[src/hw/rtl/ttb_pkg.sv]
// Package for the triangle tangent/bitangent unit: widths, job type, helpers.
// No dependencies.
`default_nettype none
package ttb_pkg;
    localparam int CW = 16;          // coordinate width, Q8.8
    localparam int DW = CW + 1;      // delta width
    localparam int PW = 2 * DW + 1;  // product-difference width (det, numerators)
    localparam int NW = PW + 16;     // numerator scaled by 2^16
    localparam int QW = NW;          // quotient width
    localparam int QDEPTH = 2;

    typedef logic signed [CW-1:0] coord_t;
    typedef logic signed [DW-1:0] delta_t;
    typedef logic signed [PW-1:0] prod_t;

    // one triangle job from front to back
    typedef struct packed {
        delta_t du1, dv1, du2, dv2;
        delta_t e1x, e1y, e1z, e2x, e2y, e2z;
    } job_t;

    // saturate a signed quotient magnitude to Q16.16
    function automatic logic [31:0] sat_q16(input logic neg, input logic [QW-1:0] q);
        logic [QW-1:0] lim;
        lim = neg ? QW'(33'h080000000) : QW'(33'h07fffffff);
        if (q > lim) return neg ? 32'h80000000 : 32'h7fffffff;
        return neg ? 32'(-q) : q[31:0];
    endfunction
endpackage
`default_nettype wire

[src/hw/rtl/ttb_front.sv]
// Front end: holds the first two vertices and forms deltas on the third.
// Depends on ttb_pkg.
`default_nettype none
module ttb_front (
    input  wire                   aclk,
    input  wire                   aresetn,
    input  wire                   in_valid,
    output logic                  in_ready,
    input  ttb_pkg::coord_t       px, py, pz, tu, tv,
    input  wire                   last,
    output logic                  job_valid,
    input  wire                   job_ready,
    output ttb_pkg::job_t         job
);
    import ttb_pkg::*;
    typedef enum logic [1:0] {PH0, PH1, PH2} phase_t;
    phase_t phase_reg;
    coord_t a_reg [5];
    coord_t b_reg [5];
    logic job_valid_reg;
    job_t job_reg;
    logic acc;

    assign in_ready = !job_valid_reg || job_ready;
    assign acc = in_valid && in_ready;
    assign job_valid = job_valid_reg;
    assign job = job_reg;

    // phase tracking and job register
    always_ff @(posedge aclk) begin
        if (!aresetn) begin
            phase_reg <= PH0;
            job_valid_reg <= 1'b0;
        end else begin
            if (acc && phase_reg == PH2) job_valid_reg <= 1'b1;
            else if (job_ready) job_valid_reg <= 1'b0;
            if (acc) begin
                unique case (phase_reg)
                    PH1: phase_reg <= last ? PH0 : PH2;
                    PH2: phase_reg <= PH0;
                    default: phase_reg <= last ? PH0 : PH1;
                endcase
            end
        end
    end

    // vertex storage and delta forming
    always_ff @(posedge aclk) begin
        if (acc) begin
            unique case (phase_reg)
                PH1: begin
                    b_reg[0] <= px; b_reg[1] <= py; b_reg[2] <= pz;
                    b_reg[3] <= tu; b_reg[4] <= tv;
                end
                PH2: begin
                    job_reg.du1 <= DW'(b_reg[3]) - DW'(a_reg[3]);
                    job_reg.dv1 <= DW'(b_reg[4]) - DW'(a_reg[4]);
                    job_reg.du2 <= DW'(tu) - DW'(a_reg[3]);
                    job_reg.dv2 <= DW'(tv) - DW'(a_reg[4]);
                    job_reg.e1x <= DW'(b_reg[0]) - DW'(a_reg[0]);
                    job_reg.e1y <= DW'(b_reg[1]) - DW'(a_reg[1]);
                    job_reg.e1z <= DW'(b_reg[2]) - DW'(a_reg[2]);
                    job_reg.e2x <= DW'(px) - DW'(a_reg[0]);
                    job_reg.e2y <= DW'(py) - DW'(a_reg[1]);
                    job_reg.e2z <= DW'(pz) - DW'(a_reg[2]);
                end
                default: begin
                    a_reg[0] <= px; a_reg[1] <= py; a_reg[2] <= pz;
                    a_reg[3] <= tu; a_reg[4] <= tv;
                end
            endcase
        end
    end
endmodule
`default_nettype wire

[src/hw/rtl/ttb_queue.sv]
// Short job queue between front and back.
// Depends on ttb_pkg.
`default_nettype none
module ttb_queue (
    input  wire            aclk,
    input  wire            aresetn,
    input  wire            wr_valid,
    output logic           wr_ready,
    input  ttb_pkg::job_t  wr_data,
    output logic           rd_valid,
    input  wire            rd_ready,
    output ttb_pkg::job_t  rd_data
);
    import ttb_pkg::*;
    localparam int AW = $clog2(QDEPTH);
    job_t mem_reg [QDEPTH];
    logic [AW-1:0] wp_reg, rp_reg;
    logic [AW:0] cnt_reg;
    logic wr, rd;

    assign wr_ready = cnt_reg != (AW+1)'(QDEPTH);
    assign rd_valid = cnt_reg != '0;
    assign rd_data = mem_reg[rp_reg];
    assign wr = wr_valid && wr_ready;
    assign rd = rd_valid && rd_ready;

    // pointers and count
    always_ff @(posedge aclk) begin
        if (!aresetn) begin
            wp_reg <= '0; rp_reg <= '0; cnt_reg <= '0;
        end else begin
            if (wr) wp_reg <= wp_reg + 1'b1;
            if (rd) rp_reg <= rp_reg + 1'b1;
            cnt_reg <= cnt_reg + (AW+1)'(wr) - (AW+1)'(rd);
        end
    end

    always_ff @(posedge aclk) begin
        if (wr) mem_reg[wp_reg] <= wr_data;
    end
endmodule
`default_nettype wire

[src/hw/rtl/ttb_back.sv]
// Back end: numerators, then a radix-2 divider shared over six components.
// Depends on ttb_pkg.
`default_nettype none
module ttb_back (
    input  wire                 aclk,
    input  wire                 aresetn,
    input  wire                 job_valid,
    output logic                job_ready,
    input  ttb_pkg::job_t       job,
    output logic                m_valid,
    input  wire                 m_ready,
    output logic [31:0]         res [6],
    output logic                degen
);
    import ttb_pkg::*;
    localparam int CBW = $clog2(QW + 1);
    typedef enum logic [2:0] {IDLE, MUL, NUM, DIV, RND, OUT} st_t;
    st_t st_reg;
    job_t j_reg;
    prod_t p0_reg, p1_reg;
    logic [2:0] mi_reg;      // multiply step
    prod_t num_reg [6];
    prod_t det_reg;
    logic [2:0] ci_reg;      // component index
    logic [CBW-1:0] bit_reg;
    logic [NW-1:0] n_reg;
    logic [PW:0] r_reg;
    logic [QW-1:0] q_reg;
    logic [PW-1:0] d_mag;
    logic neg;
    delta_t ma0, mb0, ma1, mb1;
    prod_t diff;
    logic [PW:0] r_sh;
    logic [NW-1:0] n_mag;

    assign job_ready = st_reg == IDLE;
    assign m_valid = st_reg == OUT;
    assign degen = det_reg == '0;
    assign d_mag = det_reg[PW-1] ? PW'(-det_reg) : det_reg;
    assign neg = num_reg[ci_reg][PW-1] ^ det_reg[PW-1];
    assign diff = p0_reg - p1_reg;
    assign r_sh = {r_reg[PW-1:0], n_reg[NW-1]};
    assign n_mag = num_reg[ci_reg][PW-1] ? NW'(-{num_reg[ci_reg], 16'h0})
                                         : NW'({num_reg[ci_reg], 16'h0});

    // operand select for the two multipliers of each step
    always_comb begin
        unique case (mi_reg)
            3'd0: begin ma0 = j_reg.du1; mb0 = j_reg.dv2; ma1 = j_reg.du2; mb1 = j_reg.dv1; end
            3'd1: begin ma0 = j_reg.dv2; mb0 = j_reg.e1x; ma1 = j_reg.dv1; mb1 = j_reg.e2x; end
            3'd2: begin ma0 = j_reg.dv2; mb0 = j_reg.e1y; ma1 = j_reg.dv1; mb1 = j_reg.e2y; end
            3'd3: begin ma0 = j_reg.dv2; mb0 = j_reg.e1z; ma1 = j_reg.dv1; mb1 = j_reg.e2z; end
            3'd4: begin ma0 = j_reg.du1; mb0 = j_reg.e2x; ma1 = j_reg.du2; mb1 = j_reg.e1x; end
            3'd5: begin ma0 = j_reg.du1; mb0 = j_reg.e2y; ma1 = j_reg.du2; mb1 = j_reg.e1y; end
            3'd6: begin ma0 = j_reg.du1; mb0 = j_reg.e2z; ma1 = j_reg.du2; mb1 = j_reg.e1z; end
            default: begin ma0 = '0; mb0 = '0; ma1 = '0; mb1 = '0; end
        endcase
    end

    // sequencer: products, differences, division and rounding
    always_ff @(posedge aclk) begin
        if (!aresetn) begin
            st_reg <= IDLE;
        end else begin
            unique case (st_reg)
                IDLE: if (job_valid) begin
                    j_reg <= job;
                    mi_reg <= '0;
                    st_reg <= MUL;
                end
                MUL: begin
                    p0_reg <= PW'(ma0 * mb0);
                    p1_reg <= PW'(ma1 * mb1);
                    st_reg <= NUM;
                end
                NUM: begin
                    if (mi_reg == 3'd0) det_reg <= diff;
                    else num_reg[mi_reg - 3'd1] <= diff;
                    if (mi_reg == 3'd6) begin
                        ci_reg <= '0;
                        st_reg <= det_reg == '0 ? OUT : DIV;
                        bit_reg <= '0;
                    end else begin
                        mi_reg <= mi_reg + 3'd1;
                        st_reg <= MUL;
                    end
                end
                DIV: begin
                    if (bit_reg == '0) begin
                        n_reg <= n_mag;
                        r_reg <= '0;
                        q_reg <= '0;
                        bit_reg <= CBW'(QW);
                    end else begin
                        n_reg <= n_reg << 1;
                        if (r_sh >= {1'b0, d_mag}) begin
                            r_reg <= r_sh - {1'b0, d_mag};
                            q_reg <= {q_reg[QW-2:0], 1'b1};
                        end else begin
                            r_reg <= r_sh;
                            q_reg <= {q_reg[QW-2:0], 1'b0};
                        end
                        bit_reg <= bit_reg - 1'b1;
                        if (bit_reg == CBW'(1)) st_reg <= RND;
                    end
                end
                RND: begin
                    num_reg[ci_reg] <= '0;
                    res[ci_reg] <= sat_q16(neg,
                        q_reg + QW'({r_reg, 1'b0} >= {2'b0, d_mag}));
                    bit_reg <= '0;
                    if (ci_reg == 3'd5) st_reg <= OUT;
                    else begin
                        ci_reg <= ci_reg + 3'd1;
                        st_reg <= DIV;
                    end
                end
                OUT: if (m_ready) st_reg <= IDLE;
                default: st_reg <= IDLE;
            endcase
            if (st_reg == NUM && mi_reg == 3'd6 && det_reg == '0) begin
                for (int k = 0; k < 6; k++) res[k] <= '0;
            end
        end
    end
endmodule
`default_nettype wire

[src/hw/rtl/triangle_tangent_bitangent_top.sv]
// Triangle tangent/bitangent unit: front end, job queue, divider back end.
// Vertices are taken one per cycle while s_ready is high. Per job: accept, product
// steps for determinant and numerators, a rounded divider pass per component (none
// if the determinant is zero), then output; the next job starts once it is taken.
// Reset (aresetn low, synchronous) clears vertex phase, queue and sequencer.
// Depends on ttb_pkg, ttb_front, ttb_queue, ttb_back.
`default_nettype none
module triangle_tangent_bitangent_top (
    input  wire                aclk,
    input  wire                aresetn,
    input  wire                s_valid,
    output logic               s_ready,
    input  ttb_pkg::coord_t    s_pos_x,
    input  ttb_pkg::coord_t    s_pos_y,
    input  ttb_pkg::coord_t    s_pos_z,
    input  ttb_pkg::coord_t    s_tex_u,
    input  ttb_pkg::coord_t    s_tex_v,
    input  wire                s_last_of_mesh,
    output logic               m_valid,
    input  wire                m_ready,
    output logic signed [31:0] m_tangent_x,
    output logic signed [31:0] m_tangent_y,
    output logic signed [31:0] m_tangent_z,
    output logic signed [31:0] m_bitangent_x,
    output logic signed [31:0] m_bitangent_y,
    output logic signed [31:0] m_bitangent_z,
    output logic               m_degenerate
);
    import ttb_pkg::*;
    logic fq_valid, fq_ready, qb_valid, qb_ready;
    job_t fq_job, qb_job;
    logic [31:0] res [6];

    ttb_front u_front (
        .aclk, .aresetn, .in_valid(s_valid), .in_ready(s_ready),
        .px(s_pos_x), .py(s_pos_y), .pz(s_pos_z), .tu(s_tex_u), .tv(s_tex_v),
        .last(s_last_of_mesh), .job_valid(fq_valid), .job_ready(fq_ready), .job(fq_job)
    );

    ttb_queue u_queue (
        .aclk, .aresetn, .wr_valid(fq_valid), .wr_ready(fq_ready), .wr_data(fq_job),
        .rd_valid(qb_valid), .rd_ready(qb_ready), .rd_data(qb_job)
    );

    ttb_back u_back (
        .aclk, .aresetn, .job_valid(qb_valid), .job_ready(qb_ready), .job(qb_job),
        .m_valid, .m_ready, .res, .degen(m_degenerate)
    );

    assign m_tangent_x = res[0];
    assign m_tangent_y = res[1];
    assign m_tangent_z = res[2];
    assign m_bitangent_x = res[3];
    assign m_bitangent_y = res[4];
    assign m_bitangent_z = res[5];
endmodule
`default_nettype wire
[config.mk]
export PLATFORM = sky130hd
export DESIGN_NAME = triangle_tangent_bitangent_top
export DESIGN_NICKNAME = d
export VERILOG_FILES = /design/src/hw/rtl/ttb_pkg.sv /design/src/hw/rtl/ttb_front.sv /design/src/hw/rtl/ttb_queue.sv /design/src/hw/rtl/ttb_back.sv /design/src/hw/rtl/triangle_tangent_bitangent_top.sv
export SDC_FILE = /design/constraint.sdc
export NUM_CORES = 2
export LEC_CHECK = 0
export BUFFER_PORTS_ARGS = -buffer_cell sky130_fd_sc_hd__buf_2
export CAP_MARGIN = 0
export CORE_MARGIN = 1
export CORE_UTILIZATION = 45
export CTS_BUF_LIST = sky130_fd_sc_hd__clkbuf_8
export DETAILED_ROUTE_END_ITERATION = 7
export PLACE_DENSITY = 0.72
export SYNTH_ARGS = -nofsm -noshare
export SYNTH_HDL_FRONTEND = slang
export SYNTH_SLANG_ARGS = --single-unit
[constraint.sdc]
create_clock -name aclk -period 11.9 [get_ports aclk]
set_clock_uncertainty 0.15 [all_clocks]
set_input_delay 1.19 -clock aclk [delete_from_list [all_inputs] [get_ports aclk]]
set_output_delay 1.19 -clock aclk [all_outputs]
set_load 0.01 [all_outputs]
# Word-level counts from Yosys, hierarchy flattened
# Memory sizes are Yosys's and may differ from the RTL's. A register that Yosys moved wholly into a read port is not among the register bits.
# Cells that the tools add are included.
[totals] register_bits=627 ramBits=710 inputBits=85 output_inout_bits=195 word_cells=190 memories=4
[memory_table] memory="u_queue.mem_reg" depth=2 width=170 rd=1 rd_clocked_by_memory_dff=1 write_ports=1 line_no="ttb_queue.sv:16" text="job_t mem_reg [QDEPTH];"
[memory_table] memory="u_back.num_reg" depth=6 width=35 rd=1 rd_clocked_by_memory_dff=1 write_ports=1 line_no="ttb_back.sv:22" text="prod_t num_reg [6];"
[memory_table] memory="u_front.a_reg" depth=5 width=16 rd=5 rd_clocked_by_memory_dff=0 write_ports=5 line_no="ttb_front.sv:18" text="coord_t a_reg [5];"
[memory_table] memory="u_front.b_reg" depth=5 width=16 rd=5 rd_clocked_by_memory_dff=0 write_ports=5 line_no="ttb_front.sv:19" text="coord_t b_reg [5];"
[classes] n_addsub=24 multipliers=2 order_cmp=5 eq_ne=23 mux=64 n_bitwise=2 reduce_logical=34
[op_table] op="32-bit 2-to-1 mux" count=8
[op_table] op="17-bit one-hot mux with 7 select lines" count=2
[op_table] op="192-bit bitwise mux" count=1
[op_table] op="192-bit 2-to-1 mux" count=1
[op_table] op="16-bit by 16-bit subtractor with 17-bit output" count=10
[op_table] op="51-bit 2-to-1 mux" count=2
[op_table] op="32-bit demux with 3-bit select" count=1
[op_table] op="35-bit 2-to-1 mux" count=2
[op_table] op="17-bit by 17-bit multiplier with 34-bit output" count=2
[op_table] op="17-bit one-hot mux with 2 select lines" count=2
[op_table] op="51-bit by 1-bit adder with 51-bit output" count=1
[op_table] op="51-bit by 32-bit greater-than comparator with 1-bit output" count=1
[op_table] op="51-bit negation" count=1
[op_table] op="3-bit 2-to-1 mux" count=13
[op_table] op="37-bit by 35-bit >= comparator with 1-bit output" count=1
[op_table] op="36-bit by 35-bit >= comparator with 1-bit output" count=1
[op_table] op="36-bit 2-to-1 mux" count=1
[op_table] op="36-bit by 35-bit subtractor with 36-bit output" count=1
[op_table] op="35-bit zero test" count=1
[op_table] op="35-bit negation" count=1
[op_table] op="35-bit OR reduction" count=1
[op_table] op="35-bit subtractor" count=1
[op_table] op="32-bit negation" count=1
[op_table] op="1-bit 2-to-1 mux" count=23
[op_table] op="other kinds (37)" count=75

# Logic depth before layout (Yosys ltp)
[logic_depth] depth_word=13 mapped_depth=38 depth_no_buf=36

# By module
# From an unflattened synthesis, not the netlist that was laid out.
[hier_totals] cells_unflattened=7834 hier_area_um2=93517.2
[by_module_without_submodules] mod="ttb_back" instances=1 cells_per_inst=5748 area_per_inst_um2=62367.3 seq_area_each_um2=24413.4
[by_module_without_submodules] mod="ttb_front" instances=1 cells_per_inst=1528 area_per_inst_um2=18217.5 seq_area_each_um2=9969.6
[by_module_without_submodules] mod="ttb_queue" instances=1 cells_per_inst=558 area_per_inst_um2=12932.4 seq_area_each_um2=10309.9

# Worst setup path after synthesis
# OpenSTA, ideal clock, no wires.
[synth_timing] kind="register to register" from="reg u_back.det_reg[7]" to="reg u_back.res[0] (netlist name), enable pin" setup_time_ps=808 arrival_time_ps=11785 t_required_ps=10942 setup_slack_ps=-844 path_stages_with_launch=11 n_path_buf=3 synth_period_minus_slack_ps=12744 cell_sequence="edfxtp_1 > or4_1 > or3_1 > nor3_1 > nand4_1 > nor4_1 > nand2_1 > clkbuf_1 > clkbuf_1 > buf_1 > a21oi_1"
[synth_between] elab_chain_len=4
[synth_rtl] item="start, declared" line_no="ttb_back.sv:23" text="prod_t det_reg;"
[synth_rtl] item="start signal, assigned" line_no="ttb_back.sv:77" text="if (mi_reg == 3'd0) det_reg <= diff;"
[synth_rtl] item="35-bit zero test" line_no="ttb_back.sv:121" text="if (st_reg == NUM && mi_reg == 3'd6 && det_reg == '0) begin"
[synth_rtl] item="1-bit logical AND" line_no="ttb_back.sv:121"
[synth_rtl] item="2-bit nonzero test (no source line)"
[synth_rtl] item="2-bit AND reduction (no source line)"
[synth_rtl] item="end signal, assigned by index" line_no="ttb_back.sv:109" text="res[ci_reg] <= sat_q16(neg,"
[synth_rtl] item="end, declared" line_no="ttb_back.sv:12" text="output logic [31:0] res [6],"
# Every way passes these cells.
# A chain may end at the register's enable or synchronous reset.

# Final worst setup path
[layout_timing] from="reg u_back.det_reg[7]" to="reg u_back.res[63] (netlist name), data pin"
[layout_between] elab_chain_len=13 word_cells_on_any_way=17 cone_classes="add/sub (3); order compare (2); mux (10); reduce/logical (2)"
[layout_rtl] item="35-bit negation" line_no="ttb_back.sv:39" text="assign d_mag = det_reg[PW-1] ? PW'(-det_reg) : det_reg;"
[layout_rtl] item="35-bit 2-to-1 mux" line_no="ttb_back.sv:39"
[layout_rtl] item="37-bit by 35-bit >= comparator with 1-bit output" line_no="ttb_back.sv:110" text="q_reg + QW'({r_reg, 1'b0} >= {2'b0, d_mag}));"
[layout_rtl] item="51-bit by 1-bit adder with 51-bit output" line_no="ttb_back.sv:110"
[layout_rtl] item="51-bit by 32-bit greater-than comparator with 1-bit output" line_no="ttb_pkg.sv:26" text="if (q > lim) return neg ? 32'h80000000 : 32'h7fffffff;"
[layout_rtl] item="1-bit 2-to-1 mux" line_no="ttb_pkg.sv:26"
[layout_rtl] item="1-bit 2-to-1 mux" line_no="ttb_back.sv:65" text="unique case (st_reg)"
[layout_rtl] item="1-bit 2-to-1 mux" line_no="ttb_back.sv:62" text="if (!aresetn) begin"
[layout_rtl] item="32-bit 2-to-1 mux" line_no="ttb_pkg.sv:27" text="return neg ? 32'(-q) : q[31:0];"
[layout_rtl] item="32-bit 2-to-1 mux" line_no="ttb_back.sv:65"
[layout_rtl] item="32-bit 2-to-1 mux" line_no="ttb_back.sv:62"
[layout_rtl] item="192-bit bitwise mux" line_no="ttb_back.sv:109"
[layout_rtl] item="192-bit 2-to-1 mux" line_no="ttb_back.sv:65"
# Parallel ways exist; a longest one is shown, timed or not. The select of a mux whose other input is x is not followed.

==> metrics.txt <==
CTS Buf Count 235; M1 WL 96,100 µm; largest net degree at the start of global routing 193; CTS root buffer clkbuf_8; final setup fails 0; CP Data Arrival Time 11.54 ns; Mapped Area 90,900 µm²; Pins Over Slew Limit 0; met3 wire len 16,400 µm; Synth Net Count 8,711; prevailing post-synth register cell edfxtp_1; Worst path slowest cell a32oi_1; CP startpoint kind flip-flop; first-pass GRT wire length 354,000 µm; GRT Util Overall 0.225; HP Class primary input to flip-flop; drt first pass iters 8; final hold vios 0; Area Overhead vs Synth 10.3%; met2 wire len 108,000 µm; Max clock buf depth 3; Util after Layout 0.501; core box area 200,000 µm²; IO Pins 280; warnings from Yosys 0; top cells by area, synth edfxtp_1, fa_1, ha_1; TritonCTS clock tree done; number of global-route vias before repair 60,510; Yosys top cell by area edfxtp_1; crit share post-route 0.928; Routed WL 230,000 µm; worst slew pin tran 1.30 ns; Rel. slew slack 0.136; Worst Path Required 12.41 ns; H-tree Lvls 4; DRC viols 5; CP bufs+invs 1; Reg clk slew, reported paths 0.07 ns; Placer Congestion 0.939; final design instance area without fill 100,000 µm²; leading cell types by count after synthesis edfxtp_1, inv_1, nor2_1, fa_1, nand2_1; Synth async-reset ratio 0; FMAX 90.6 MHz; Clock Latency Late Sink 0.99 ns; cts repair resizes 0; total negative slack 0 ns; Hold-fix buffers, CTS 0; Die ar. 204,000 µm²; via count 60,319; drt wl/cell 21.4 µm; critical path type flip-flop to flip-flop; max reg flops 340; min cycle time layout 11.04 ns; placed instance area 95,600 µm²; Layout Nets 9,070; cell family with most CP delay simple AND/OR/NAND/NOR gates; MaxCap Viol Count 0; sequential-to-total area share from yosys stat 0.492; Chip Width 451 µm; RSZ-0062 raised after global routing false; initial core utilization 0.454; TritonCTS sink count 1,492; grt ovf 0; Core Rows 164; crit-path max cell delay 0.86 ns; failing checks design-rule violations; Seq cells post-synth 1,492; Post-CTS Setup Inserts 0; CP Capture Type flip-flop; Cell variety after synth 96; initial drt markers 5,693; most frequent cell after synthesis edfxtp_1; HPWL Detailed 171,000 µm; EDFF count, synth 1,479; chip height 451 µm; synthesized area per cell 12.0 µm²; CP Max Fanout 14; outcome finished with violations; top sig layer met5; fill count 17,382; Buffers on Ports 279; Post-Syn Instances 7,572; initial antenna violation count 6; post-route ant nets 0; top-area cell type share of the netlist area 0.489; share of cells above drive strength 1 0.123; Via density 5.59
## area by class of cell
| cell class | count | area, µm² | area share |
|---|---|---|---|
| Sequential cell | 1492 | 44700 | 0.446 |
| Multi-Input combinational cell | 4965 | 42200 | 0.421 |
| Tap cell | 2656 | 3320 | 0.0331 |
| Clock buffer | 237 | 3260 | 0.0325 |
| Inverter | 847 | 3180 | 0.0318 |
| Timing Repair Buffer | 390 | 2250 | 0.0225 |
| Clock inverter | 192 | 1370 | 0.0136 |
| Antenna cell | 6 | 15.0 | 0.000150 |
## metrics by stage
step,hold WS (ns),setup WS [ns],std cells
finish,0.253,0.862,10785
global placement,0.273,1.15,10350
detailed placement,0.280,0.974,10350
floorplan,0.271,3.06,7572
CTS,0.135,0.994,10779
global route,0.182,0.0457,10784
## kinds of logic (layout without fill, tap and decap cells)
group | count (synthesis) | in the layout | synth area share
flops | 1492 | 1492 | 0.492
fa+ha+maj | 1054 | 1054 | 0.195
compound gates | 1270 | 1270 | 0.0908
buf+inv | 1115 | 1666 | 0.0467
other cells | 0 | 6 | 0
simple gates | 2002 | 2002 | 0.103
mux | 299 | 299 | 0.0403
xor+xnor | 340 | 340 | 0.0328
## cell usage in the layout, fill, tap and decap left out, types with 33 or more instances in the layout
cell	netlist	final
clkinv_1	2	69
mux2i_1	81	81
and3_1	55	52
inv_1	844	899
xor2_1	112	112
a22o_1	36	36
a222oi_1	43	43
nand2_1	539	537
xnor2_1	228	227
nand3_1	237	237
nor3_1	103	101
a22oi_1	87	87
clkbuf_8	0	237
ha_1	449	446
a21o_1	85	85
and2_1	126	125
buf_2	19	279
or3_1	38	38
buf_4	2	109
edfxtp_1	1479	1479
nand2b_1	66	65
mux2_2	181	181
nor2b_1	64	64
a21boi_0	33	33
nand4_1	37	37
a21oi_1	290	288
nor2_1	634	625
mux4_2	35	35
o21ai_0	344	344
fa_1	605	605
o21ai_1	46	46
clkinv_2	0	34
## final timing paths
check | start | to | slack [ns] | cells after the start
min reg2reg | u_front.job[84] | u_queue.mem_reg[0][84] | 0.27 | 0
max reg2reg | u_back.det_reg[7] | u_back.res[63] | 0.86 | 33
max | u_back.det_reg[7] | u_back.res[63] | 0.86 | 33
min | s_pos_y[3] | u_front.a_reg[0][19] | 0.25 | 1
## metal layers
layer,global-route usage,up-vias
li1,-,27535
met2,0.364,2311
met4,0.0970,2
met5,0,-
met1,0.298,30031
met3,0.0389,440
Power is left out: the tool's default activity adds up to more than one toggle a clock period on the data nets, which glitch-free logic cannot reach.
